## src/mcr_pkg.sv

```systemverilog
package mcr_pkg;

  localparam int COORD_W = 10;
  localparam int RADIUS_W = 9;
  localparam int TERM_W = 16;
  localparam int PIX_W = 12;
  localparam int ADDR_W = 22;
  localparam int COLOR_W = 8;
  localparam int CFG_INDEX_W = 2;
  localparam int QUEUE_DEPTH = 4;

  localparam logic MODE_START = 1'b0;

  localparam logic [CFG_INDEX_W-1:0] CFG_RED = 2'd0;
  localparam logic [CFG_INDEX_W-1:0] CFG_GREEN = 2'd1;
  localparam logic [CFG_INDEX_W-1:0] CFG_BLUE = 2'd2;

  localparam logic [2:0] LAST_OCTANT = 3'd7;

  // one step of the circle: offsets, center, and whether it is the last step
  typedef struct packed {
    logic [COORD_W-1:0] off_a;
    logic [COORD_W-1:0] off_b;
    logic [COORD_W-1:0] center_row;
    logic [COORD_W-1:0] center_col;
    logic               done;
  } step_t;

  typedef struct packed {
    logic [COLOR_W-1:0] red;
    logic [COLOR_W-1:0] green;
    logic [COLOR_W-1:0] blue;
  } color_t;

endpackage

```

## src/mcr_front.sv

```systemverilog
module mcr_front (
  input  logic           clk,
  input  logic           rst_n,
  input  logic           in_tvalid,
  output logic           in_tready,
  input  logic [31:0]    in_tdata,
  input  logic           in_tuser,
  input  logic           q_full,
  output logic           q_push,
  output mcr_pkg::step_t q_step
);

  logic [mcr_pkg::COORD_W-1:0] off_a_r, off_b_r, held_row_r, held_col_r;
  logic [mcr_pkg::COORD_W-1:0] off_a_nxt, off_b_nxt, held_row_nxt, held_col_nxt;
  logic [mcr_pkg::TERM_W-1:0]  term_r, term_nxt;
  logic                        active_r, active_nxt;

  logic [mcr_pkg::COORD_W-1:0] a_cur, b_cur, row_cur, col_cur;
  logic [mcr_pkg::TERM_W-1:0]  term_cur, term_step, term_calc;
  logic                        act_cur, term_pos, go, done, accept;
  logic [mcr_pkg::COORD_W:0]   na, nb;

  assign in_tready = !q_full;
  assign accept = in_tvalid && in_tready;

  always_comb begin
    a_cur = off_a_r;
    b_cur = off_b_r;
    term_cur = term_r;
    act_cur = active_r;
    row_cur = held_row_r;
    col_cur = held_col_r;
    if (in_tuser == mcr_pkg::MODE_START) begin
      row_cur = in_tdata[9:0];
      col_cur = in_tdata[19:10];
      a_cur = '0;
      b_cur = {1'b0, in_tdata[28:20]};
      // 5 - 4r
      term_cur = 16'd5 - {5'b0, in_tdata[28:20], 2'b00};
      act_cur = 1'b1;
    end
  end

  always_comb begin
    term_pos = !term_cur[15] && (term_cur != '0);
    nb = {1'b0, b_cur} - {10'b0, term_pos};
    term_step = term_cur - (term_pos ? {{2{nb[10]}}, nb, 3'b000} : 16'd0);
    na = {1'b0, a_cur} + 11'd1;
    term_calc = term_step + {2'b00, na, 3'b000} + 16'd4;
    done = $signed({1'b0, na}) > $signed({nb[10], nb});
    go = act_cur && (a_cur <= b_cur);

    off_a_nxt = go ? na[9:0] : a_cur;
    off_b_nxt = go ? (nb[10] ? '0 : nb[9:0]) : b_cur;
    term_nxt = go ? term_calc : term_cur;
    active_nxt = go && !done;
    held_row_nxt = row_cur;
    held_col_nxt = col_cur;
  end

  assign q_push = accept && go;
  assign q_step = '{off_a: a_cur, off_b: b_cur, center_row: row_cur,
                    center_col: col_cur, done: done};

  always_ff @(posedge clk) begin
    if (!rst_n) begin
      off_a_r <= '0;
      off_b_r <= '0;
      term_r <= '0;
      active_r <= 1'b0;
      held_row_r <= '0;
      held_col_r <= '0;
    end else if (accept) begin
      off_a_r <= off_a_nxt;
      off_b_r <= off_b_nxt;
      term_r <= term_nxt;
      active_r <= active_nxt;
      held_row_r <= held_row_nxt;
      held_col_r <= held_col_nxt;
    end
  end

endmodule

```

## src/mcr_queue.sv

```systemverilog
module mcr_queue (
  input  logic           clk,
  input  logic           rst_n,
  input  logic           push,
  input  mcr_pkg::step_t push_step,
  output logic           full,
  input  logic           pop,
  output logic           head_valid,
  output mcr_pkg::step_t head_step
);

  localparam int PTR_W = $clog2(mcr_pkg::QUEUE_DEPTH);
  localparam int CNT_W = $clog2(mcr_pkg::QUEUE_DEPTH + 1);

  mcr_pkg::step_t   entry_r [mcr_pkg::QUEUE_DEPTH];
  logic [PTR_W-1:0] wr_ptr_r, rd_ptr_r;
  logic [CNT_W-1:0] count_r;

  assign full = (count_r == CNT_W'(mcr_pkg::QUEUE_DEPTH));
  assign head_valid = (count_r != '0);
  assign head_step = entry_r[rd_ptr_r];

  always_ff @(posedge clk) begin
    if (push) begin
      entry_r[wr_ptr_r] <= push_step;
    end
  end

  always_ff @(posedge clk) begin
    if (!rst_n) begin
      wr_ptr_r <= '0;
      rd_ptr_r <= '0;
      count_r <= '0;
    end else begin
      if (push) begin
        wr_ptr_r <= (wr_ptr_r == PTR_W'(mcr_pkg::QUEUE_DEPTH - 1)) ? '0 : wr_ptr_r + 1'b1;
      end
      if (pop) begin
        rd_ptr_r <= (rd_ptr_r == PTR_W'(mcr_pkg::QUEUE_DEPTH - 1)) ? '0 : rd_ptr_r + 1'b1;
      end
      unique case ({push, pop})
        2'b10:   count_r <= count_r + 1'b1;
        2'b01:   count_r <= count_r - 1'b1;
        default: count_r <= count_r;
      endcase
    end
  end

endmodule

```

## src/mcr_back.sv

```systemverilog
module mcr_back #(
  parameter int FRAME_WIDTH = 1024,
  parameter int FRAME_HEIGHT = 1024
) (
  input  logic            clk,
  input  logic            rst_n,
  input  logic            head_valid,
  input  mcr_pkg::step_t  head_step,
  output logic            pop,
  input  mcr_pkg::color_t color,
  output logic            out_tvalid,
  input  logic            out_tready,
  output logic [71:0]     out_tdata,
  output logic            out_tuser,
  output logic            out_tlast
);

  localparam logic [12:0] FW_C = 13'(FRAME_WIDTH);
  localparam logic [12:0] FH_C = 13'(FRAME_HEIGHT);

  logic [2:0]  octant_r;
  logic        s1_valid_r;
  logic [12:0] s1_row_r, s1_col_r;
  logic        s1_last_r;

  logic        out_valid_r, out_off_r, out_last_r;
  logic [mcr_pkg::PIX_W-1:0]  out_row_r, out_col_r;
  logic [mcr_pkg::ADDR_W-1:0] out_addr_r;
  mcr_pkg::color_t            out_color_r;

  logic        out_ready, s1_ready, load;
  logic [mcr_pkg::COORD_W-1:0] dr, dc;
  logic [12:0] row_calc, col_calc;
  logic        off_calc;
  logic [24:0] lin;

  assign out_ready = !out_valid_r || out_tready;
  assign s1_ready = !s1_valid_r || out_ready;
  assign load = head_valid && s1_ready;
  assign pop = load && (octant_r == mcr_pkg::LAST_OCTANT);

  // bit 0 swaps the offsets, bit 1 mirrors the row, bit 2 mirrors the column
  always_comb begin
    dr = octant_r[0] ? head_step.off_b : head_step.off_a;
    dc = octant_r[0] ? head_step.off_a : head_step.off_b;
    row_calc = octant_r[1] ? {3'b0, head_step.center_row} - {3'b0, dr}
                           : {3'b0, head_step.center_row} + {3'b0, dr};
    col_calc = octant_r[2] ? {3'b0, head_step.center_col} - {3'b0, dc}
                           : {3'b0, head_step.center_col} + {3'b0, dc};
  end

  always_comb begin
    off_calc = s1_row_r[12] || ({1'b0, s1_row_r[11:0]} >= FH_C) ||
               s1_col_r[12] || ({1'b0, s1_col_r[11:0]} >= FW_C);
    lin = 25'(s1_row_r[11:0]) * 25'(FW_C) + 25'(s1_col_r[11:0]);
  end

  always_ff @(posedge clk) begin
    if (!rst_n) begin
      octant_r <= '0;
      s1_valid_r <= 1'b0;
      out_valid_r <= 1'b0;
    end else begin
      if (load) begin
        octant_r <= octant_r + 1'b1;
      end
      if (s1_ready) begin
        s1_valid_r <= head_valid;
      end
      if (out_ready) begin
        out_valid_r <= s1_valid_r;
      end
    end
  end

  always_ff @(posedge clk) begin
    if (load) begin
      s1_row_r <= row_calc;
      s1_col_r <= col_calc;
      s1_last_r <= head_step.done && (octant_r == mcr_pkg::LAST_OCTANT);
    end
    if (out_ready && s1_valid_r) begin
      out_row_r <= s1_row_r[11:0];
      out_col_r <= s1_col_r[11:0];
      out_off_r <= off_calc;
      out_addr_r <= off_calc ? '0 : {lin[19:0], 2'b00};
      out_last_r <= s1_last_r;
      out_color_r <= color;
    end
  end

  assign out_tvalid = out_valid_r;
  assign out_tuser = out_off_r;
  assign out_tlast = out_last_r;
  assign out_tdata = {2'b00, out_color_r.blue, out_color_r.green, out_color_r.red,
                      out_addr_r, out_col_r, out_row_r};

endmodule

```

## src/midpoint_circle_rasterizer_top.sv

```systemverilog
// midpoint circle rasterizer
// input stream: each request is one circle step. in_tuser = 0 starts a circle
// from the center and radius in in_tdata, in_tuser = 1 advances the current one.
// a step that runs yields eight mirrored pixels on the output stream; advance
// requests with no circle in progress yield nothing.
// output stream: one pixel per request with row, column, frame byte address and
// color in out_tdata, out_tuser set for off-screen pixels (address zero) and
// out_tlast on the final pixel of the circle.
// color registers are to be written by the user through cfg_we / cfg_index /
// cfg_data only while idle; the block itself does not enforce it.
// a step is held in the step queue, its pixels pass the s1 and output registers.
// throughput: one pixel per cycle while out_tready is high, set by the single pixel
// output port; the front takes a request per cycle while the 4-entry queue has room.
// reset clears the circle state, the queue, the pipeline and the colors.
// when the receiver stalls, the pixel pipeline holds, the queue fills and
// in_tready drops once four steps are waiting.
module midpoint_circle_rasterizer_top #(
  parameter int FRAME_WIDTH = 1024,
  parameter int FRAME_HEIGHT = 1024
) (
  input  logic        clk,
  input  logic        rst_n,
  input  logic        in_tvalid,
  output logic        in_tready,
  input  logic [31:0] in_tdata,  // center_row[9:0], center_col[19:10], radius[28:20]
  input  logic        in_tuser,  // mode
  output logic        out_tvalid,
  input  logic        out_tready,
  // pixel_row[11:0], pixel_col[23:12], byte_address[45:24], red_out[53:46],
  // green_out[61:54], blue_out[69:62]
  output logic [71:0] out_tdata,
  output logic        out_tuser, // off_screen
  output logic        out_tlast, // final_pixel
  input  logic        cfg_we,
  input  logic [mcr_pkg::CFG_INDEX_W-1:0] cfg_index,
  input  logic [mcr_pkg::COLOR_W-1:0]     cfg_data
);

  mcr_pkg::color_t color_r;
  mcr_pkg::step_t  push_step, head_step;
  logic            q_full, q_push, q_pop, head_valid;

  always_ff @(posedge clk) begin
    if (!rst_n) begin
      color_r <= '0;
    end else if (cfg_we) begin
      unique case (cfg_index)
        mcr_pkg::CFG_RED:   color_r.red <= cfg_data;
        mcr_pkg::CFG_GREEN: color_r.green <= cfg_data;
        mcr_pkg::CFG_BLUE:  color_r.blue <= cfg_data;
        default:            color_r <= color_r;
      endcase
    end
  end

  mcr_front u_front (
    .clk       (clk),
    .rst_n     (rst_n),
    .in_tvalid (in_tvalid),
    .in_tready (in_tready),
    .in_tdata  (in_tdata),
    .in_tuser  (in_tuser),
    .q_full    (q_full),
    .q_push    (q_push),
    .q_step    (push_step)
  );

  mcr_queue u_queue (
    .clk        (clk),
    .rst_n      (rst_n),
    .push       (q_push),
    .push_step  (push_step),
    .full       (q_full),
    .pop        (q_pop),
    .head_valid (head_valid),
    .head_step  (head_step)
  );

  mcr_back #(
    .FRAME_WIDTH  (FRAME_WIDTH),
    .FRAME_HEIGHT (FRAME_HEIGHT)
  ) u_back (
    .clk        (clk),
    .rst_n      (rst_n),
    .head_valid (head_valid),
    .head_step  (head_step),
    .pop        (q_pop),
    .color      (color_r),
    .out_tvalid (out_tvalid),
    .out_tready (out_tready),
    .out_tdata  (out_tdata),
    .out_tuser  (out_tuser),
    .out_tlast  (out_tlast)
  );

endmodule

```

## config.mk

```make
export PLATFORM = sky130hd
export DESIGN_NAME = midpoint_circle_rasterizer_top
export DESIGN_NICKNAME = d
export VERILOG_FILES = /design/src/mcr_pkg.sv /design/src/mcr_front.sv /design/src/mcr_queue.sv /design/src/mcr_back.sv /design/src/midpoint_circle_rasterizer_top.sv
export SDC_FILE = /design/constraint.sdc
export NUM_CORES = 1
export LEC_CHECK = 0
export BUFFER_PORTS_ARGS = -buffer_cell sky130_fd_sc_hd__buf_2
export CORE_ASPECT_RATIO = 1.1
export CORE_MARGIN = 10
export CORE_UTILIZATION = 50
export CTS_BUF_LIST = sky130_fd_sc_hd__clkbuf_4 sky130_fd_sc_hd__clkbuf_8
export DETAILED_ROUTE_END_ITERATION = 6
export PLACE_DENSITY = 0.77
export SYNTH_ARGS = -nofsm -noshare
export SYNTH_HDL_FRONTEND = slang
export SYNTH_SLANG_ARGS = --single-unit
```

## constraint.sdc

```tcl
create_clock -name clk -period 7.7 [get_ports clk]
set_input_delay 1.54 -clock clk [delete_from_list [all_inputs] [get_ports clk]]
set_output_delay 1.54 -clock clk [all_outputs]
set_load 0.05 [all_outputs]
```

# After elaboration in Yosys (flattened, before gate mapping)
# Memories as Yosys holds them, arrays and structs flattened. A register that Yosys moved wholly into a read port is not among the register bits.
# Cells that the tools add are included.
[word_totals] inputBits=48 output_inout_bits=76 ff_bits=192 memories=1 wordCells=104 mem_bits_rw=164
[classes] reduce_logical=26 order_cmp=4 mux=22 addsub=16 eq_ne=8
[memory_table] name="u_queue.entry_r" words=4 width=41 read_ports=1 rd_ports_with_merged_regs=1 write_ports=1 line="mcr_queue.sv:15" text="mcr_pkg::step_t entry_r [mcr_pkg::QUEUE_DEPTH];"
[ops] operator="2-to-1 mux 10 bit" n=9
[ops] operator="2-to-1 mux 16 bit" n=3
[ops] operator="2-to-1 mux 13 bit" n=2
[ops] operator=">= comparator 12 x 11 -> 1 bit (second input constant)" n=2
[ops] operator="adder 10 x 10 -> 11 bit" n=2
[ops] operator="subtractor 10 x 10 -> 11 bit" n=2
[ops] operator="adder 20 x 12 -> 20 bit" n=1
[ops] operator="adder 16 x 14 -> 16 bit" n=1
[ops] operator="adder 16 x 3 -> 16 bit (second input constant)" n=1
[ops] operator="nonzero test 16 bit" n=1
[ops] operator="subtractor 16 bit" n=1
[ops] operator="greater-than comparator 12 x 11 -> 1 bit" n=1
[ops] operator="subtractor 3 x 11 -> 12 bit (first input constant)" n=1
[ops] operator="adder 10 x 1 -> 11 bit (second input constant)" n=1
[ops] operator="subtractor 10 x 1 -> 11 bit" n=1
[ops] operator="<= comparator 10 bit" n=1
[ops] operator="logical AND 1 bit" n=9
[ops] operator="== test 2 bit (second input constant)" n=4
[ops] operator="2-to-1 mux 2 bit" n=4
[ops] operator="adder 3 x 1 -> 3 bit (second input constant)" n=2
[ops] operator="== test 3 bit (second input constant)" n=2
[ops] operator="case mux 3 bit (2 select lines)" n=1
[ops] operator="AND reduction 2 bit" n=3
[ops] operator="logical NOT 1 bit" n=5
[ops] operator="other kinds (8)" n=16

# Longest topological paths before layout
[depth] depth_word=10 ltp_mapped=24 ltp_nobuf=24

# Cells and area by module
# From an unflattened synthesis, not the netlist that was laid out.
[hier_totals] cells_unflattened=1425 hier_area_um2=17619.4
[by_module_without_submodules] module="mcr_queue" area_each_um2=6423.7 cells_per_inst=258 n_inst=1 seq_area_each_um2=5104.9
[by_module_without_submodules] module="mcr_back" area_each_um2=5439.0 cells_per_inst=444 n_inst=1 seq_area_each_um2=2952.8
[by_module_without_submodules] module="mcr_front" area_each_um2=4857.2 cells_per_inst=634 n_inst=1 seq_area_each_um2=1141.1
[by_module_without_submodules] module="midpoint_circle_rasterizer_top" area_each_um2=899.6 cells_per_inst=89 n_inst=1 seq_area_each_um2=480.5

# Least setup slack after synthesis
# OpenSTA, ideal clock, no wires.
[synth_timing] kind="in2reg" startpoint="input port in_tdata[23]" endpoint="register u_front.term_r[15] (netlist bit)" required_ns=7.584 setup_time_ns=0.116 path_slack_ns=1.077 path_buffers=0 stages=19 t_arrival_ns=6.507 path_cell_list="or3_2 > o31a_2 > o31ai_1 > nand4b_4 > nor4_2 > nor2_2 > ha_1 > ha_1 > o2111ai_1 > xnor2_1 > or3_1 > fa_1 > ha_1 > nand3_1 > or3_1 > o21a_1 > a311oi_1 > a41oi_1 > o211a_1"
[synth_between] elab_chain_cells=10 word_cells_on_any_way=14 classes_between="5 x add/sub; 1 x order compare; 4 x mux; 4 x reduce/logical"
[synth_rtl] item="from (decl)" line="midpoint_circle_rasterizer_top.sv:25" text="input logic [31:0] in_tdata,"
[synth_rtl] item="subtractor 3 x 11 -> 12 bit" line="mcr_front.sv:39" text="term_cur = 16'd5 - {5'b0, in_tdata[28:20], 2'b00};"
[synth_rtl] item="2-to-1 mux 16 bit" line="mcr_front.sv:33" text="if (in_tuser == mcr_pkg::MODE_START) begin"
[synth_rtl] item="nonzero test 16 bit / logical NOT 1 bit (equally long branches)" line="mcr_front.sv:45" text="term_pos = !term_cur[15] && (term_cur != '0);"
[synth_rtl] item="logical AND 1 bit" line="mcr_front.sv:45"
[synth_rtl] item="subtractor 10 x 1 -> 11 bit" line="mcr_front.sv:46" text="nb = {1'b0, b_cur} - {10'b0, term_pos};"
[synth_rtl] item="2-to-1 mux 16 bit" line="mcr_front.sv:47" text="term_step = term_cur - (term_pos ? {{2{nb[10]}}, nb, 3'b000} : 16'd0);"
[synth_rtl] item="subtractor 16 bit" line="mcr_front.sv:47"
[synth_rtl] item="adder 16 x 14 -> 16 bit" line="mcr_front.sv:49" text="term_calc = term_step + {2'b00, na, 3'b000} + 16'd4;"
[synth_rtl] item="adder 16 x 3 -> 16 bit" line="mcr_front.sv:49"
[synth_rtl] item="2-to-1 mux 16 bit (*)" line="mcr_front.sv:55" text="term_nxt = go ? term_calc : term_cur;"
[synth_rtl] item="to (signal assigned)" line="mcr_front.sv:76" text="term_r <= term_nxt;"
[synth_rtl] item="to (decl)" line="mcr_front.sv:15" text="logic [mcr_pkg::TERM_W-1:0] term_r, term_nxt;"
# Every way passes the cells marked *; elsewhere a longest branch is shown, timed or not.
# A chain may end at the register's enable or synchronous reset.

# Worst setup path in the final report
# Same ends and word-level chain as after synthesis.

==> run summary <==
In the routed design, unresolved DRC markers number 0. The post-route netlist has 21.23% of its cells at a drive strength greater than 1. VDD sags by at most 162.7 uV. The width of the die was 198.1 um. The via count of the first global-routing pass came out at 11120.

In the synthesized netlist the async set-or-reset flop fraction comes to 0%. The number of endpoints failing setup at the final stage came out at 0. The first TritonRoute pass finished after 5 iterations. In the post-synthesis netlist, the biggest area contributors are sky130_fd_sc_hd__edfxtp_1 (45%), sky130_fd_sc_hd__dfxtp_1 (11%), sky130_fd_sc_hd__ha_1 (6.3%). In this run the tightest slew margin relative to its limit is 22.96%. For this block, the routed nets add up to 36380 um of wire. The measured slew at the worst slew-check pin was 1.156 ns. In this run the standard cell core region covers 0.03429 mm^2. For the maximum count of clock buffers along a single path, the log shows 3. In this run the tool buffered the top-level ports with 116 buffer cells. The clock slew seen by the registers of the worst setup and hold paths was 0.07 ns. The floorplan step defined a die boundary enclosing 0.04278 mm^2. The run finished with clean final reports. The maximum number of pins on one net before global-route repair is 94, and the post-detailed-placement half-perimeter wirelength is 25150 um.

Category of the worst setup path capture point: a register. The clock drives 354 sinks. The diode insertion count for antenna repair was 0; the cell area after synthesis was 0.01745 mm^2.

The biggest area contributor in the post-synthesis netlist is sky130_fd_sc_hd__edfxtp_1. The detailed router placed 11050 vias in this run. The synthesized design devotes to its leading area cell type 44.57% of total area. The share of the Yosys chip area taken by registers is 55.47%.

The worst setup path is launched from an input pin. The first global-routing pass estimated 58480 um of wire. Power spread over the standard cell area amounts to 242.3 mW/mm^2. For the DRC marker count from the first detailed-route iteration, the log shows 788. Final standard cell utilization of the core: 57.37%.

The tools report the number of placed instances, taps included as 1900. Setup repair after global routing left no endpoint under its margin. Dividing the synthesized area by the synthesized cell count gives 12.66 um^2.

The standard-cell row count came out at 71. Sorting the synthesized cells by how often they occur yields sky130_fd_sc_hd__edfxtp_1 (259), sky130_fd_sc_hd__dfxtp_1 (95), sky130_fd_sc_hd__nand2_1 (94), sky130_fd_sc_hd__ha_1 (88), sky130_fd_sc_hd__inv_1 (86). The area growth from synthesis to layout was 12.75%. The synthesized netlist contains 72 unique library cells. The number of vias per cell was 5.518; the maximum clock skew at final layout was 0.03583 ns. Type of the worst setup path: in -> reg. The gate count after technology mapping came out at 1378.

The maximum level of the CTS H-tree was 2; the arrival time at the worst endpoint was 7.21 ns. The number of hold violations in the final report was 0. The tools report the max-slew violation total from the final report as 0.

Routability-driven placement finished with a final weighted congestion of 0.8971. Global routing used 16.93% of the available tracks. The detailed-route wire length per cell was 18.17 um; the total CTS buffers was 55.

For the finished layout, the period the worst path requires is 6.703 ns. Once detail routing completed, the nets flagged for antenna violations numbered 0. The leakage power was 0.007729 uW. Gates resized during post-CTS repair numbered 0. CTS placed an instance of sky130_fd_sc_hd__clkbuf_8 at the clock tree root. Among all cell types in the netlist, the one instantiated most often is sky130_fd_sc_hd__edfxtp_1. Aggregate global routing overflow: 0. For this run, the post-layout net count is 1672. For the number of buffers inserted for hold repair after clock tree synthesis, the log shows 0. The synthesized design contains 354 register bits.

The number of antenna violations at the first check in global routing is 0. The worst min-delay path class was reg -> reg. The initial utilization of the core area, before any placement, comes to 50.89%. Counting the fill cells in the layout gives 2781. In this run the worst path has a maximum fanout of 7.

TritonCTS built the clock tree. Across all register-to-register paths, the minimum setup slack is 1.97 ns. In this run the post-CTS setup repair buffer count came out at 0. During synthesis, Yosys emitted a total of 0 warnings.

The reported max-cap violation count was 0. The die extent in y was 215.9 um. For this run, the top clock speed supported by timing is 0.1492 GHz. In this run, synthesis inferred 259 flip-flops with an integrated enable.

The data required time at the worst endpoint was 8.21 ns; the final total negative setup slack was 0 ns. The top-level I/O count was 124; the share of the clock period used by the worst path was 87.06%. For the worst-skew pair, the clock arrives at the later sink with an insertion delay of 0.63 ns. The most instantiated flip-flop cell in the synthesis netlist is sky130_fd_sc_hd__edfxtp_1.

The finished layout holds 2002 standard cells, fillers aside.
-- placed cells by master (no fill, tap or decap), drive strengths merged, types with 33 or more instances in the layout --
| cell type | count |
|---|---|
| inv | 92 |
| a21boi | 35 |
| ha | 88 |
| a21oi | 61 |
| and2 | 33 |
| mux4 | 41 |
| mux2i | 63 |
| nand2 | 95 |
| nor2b | 44 |
| dfxtp | 95 |
| o21ai | 51 |
| nor2 | 57 |
| buf | 142 |
| clkbuf | 77 |
| edfxtp | 259 |
| xnor2 | 35 |
-- power by group --
group | internal, uW | switching, uW
clock network | 857 | 734
logic | 363 | 574
registers | 2190 | 48.2
total | 3410 | 1360
-- kinds of logic after synthesis --
group,synth area share [%]
xor gates and xnor gates,2.861
and+or+nand+nor,10.11
adders and majority gates,8.260
muxes,10.52
other,0.02149
DFF,55.47
AOI/OAI and AO/OA,9.193
buffers and inverters,3.564
-- metrics by stage --
stage                     total power (uW)  setup slack, ns  cell area, um^2  hold slack, ns
final                                 4766           0.9968            19670          0.4279
after CTS                             4809            1.087            19670          0.4322
after detailed placement              3209           0.4370            18530          0.4120
after floorplan                       2977            1.077            17460          0.4003
after global routing                  5011           0.6374            19670          0.4393
after global placement                3181           0.4679            18530          0.4115
-- worst paths after layout --
path | depth (start not counted) | to | from
max | 22 | u_front.term_r[15] | in_tdata[23]
min | 0 | u_back.out_tdata[63] | color_r[1]
max reg2reg | 20 | u_front.term_r[15] | u_front.term_r[1]
min reg2reg | 0 | u_back.out_tdata[63] | color_r[1]
-- sequential cells by signal, summed over array words and instances (netlist names), 12 cells and up, named ones only --
| register | cells |
|---|---|
| u_back.out_addr_r | 20 |
| u_back.out_tdata | 24 |
| u_back.s1_col_r | 12 |
| u_back.s1_row_r | 12 |
| u_queue.entry_r | 164 |
| u_front.term_r | 16 |
| u_back.out_col_r | 12 |
| u_back.out_row_r | 12 |
| color_r | 24 |
-- metal layers --
| layer | vias up | track usage (%) | wire length (um) | part of all wire [%] |
|---|---|---|---|---|
| met5 | - | 0 | 0 | 0 |
| met2 | 325 | 28.04 | 17410 | 48 |
| li1 | 5317 | - | - | - |
| met1 | 5328 | 21.29 | 15740 | 43 |
| met3 | 77 | 3.533 | 2249 | 6.2 |
| met4 | 0 | 6.438 | 985 | 2.7 |
-- critical path, cell delays in order --
cell and delay (ns):
sky130_fd_sc_hd__buf_2 0.14, sky130_fd_sc_hd__or4_4 0.57, sky130_fd_sc_hd__or3_4 0.45, sky130_fd_sc_hd__o21ai_4 0.12, sky130_fd_sc_hd__nand4b_4 0.15, sky130_fd_sc_hd__nor4_2 0.40, sky130_fd_sc_hd__nor2_2 0.09, sky130_fd_sc_hd__ha_1 0.23
sky130_fd_sc_hd__ha_1 0.23, sky130_fd_sc_hd__buf_4 0.16, sky130_fd_sc_hd__xor2_1 0.17, sky130_fd_sc_hd__or3_1 0.33, sky130_fd_sc_hd__fa_1 0.45, sky130_fd_sc_hd__ha_1 0.27, sky130_fd_sc_hd__a2111oi_1 0.62, sky130_fd_sc_hd__o31a_1 0.30
sky130_fd_sc_hd__o21a_1 0.20, sky130_fd_sc_hd__nor3b_1 0.06, sky130_fd_sc_hd__a311oi_1 0.27, sky130_fd_sc_hd__buf_4 0.17, sky130_fd_sc_hd__a41oi_1 0.14, sky130_fd_sc_hd__o211a_1 0.16
-- final cells by class --
cell class	instances	area, um^2	share of cell area [%]
clock buffer	77	965.9	4.910
clock inverter	25	173.9	0.8840
inverter	89	334.1	1.698
multi-input combinational	877	7196	36.57
sequential	354	9681	49.20
tap	438	548.0	2.786
timing repair buffer	142	775.7	3.943
(Power assumes the default switching activity.)
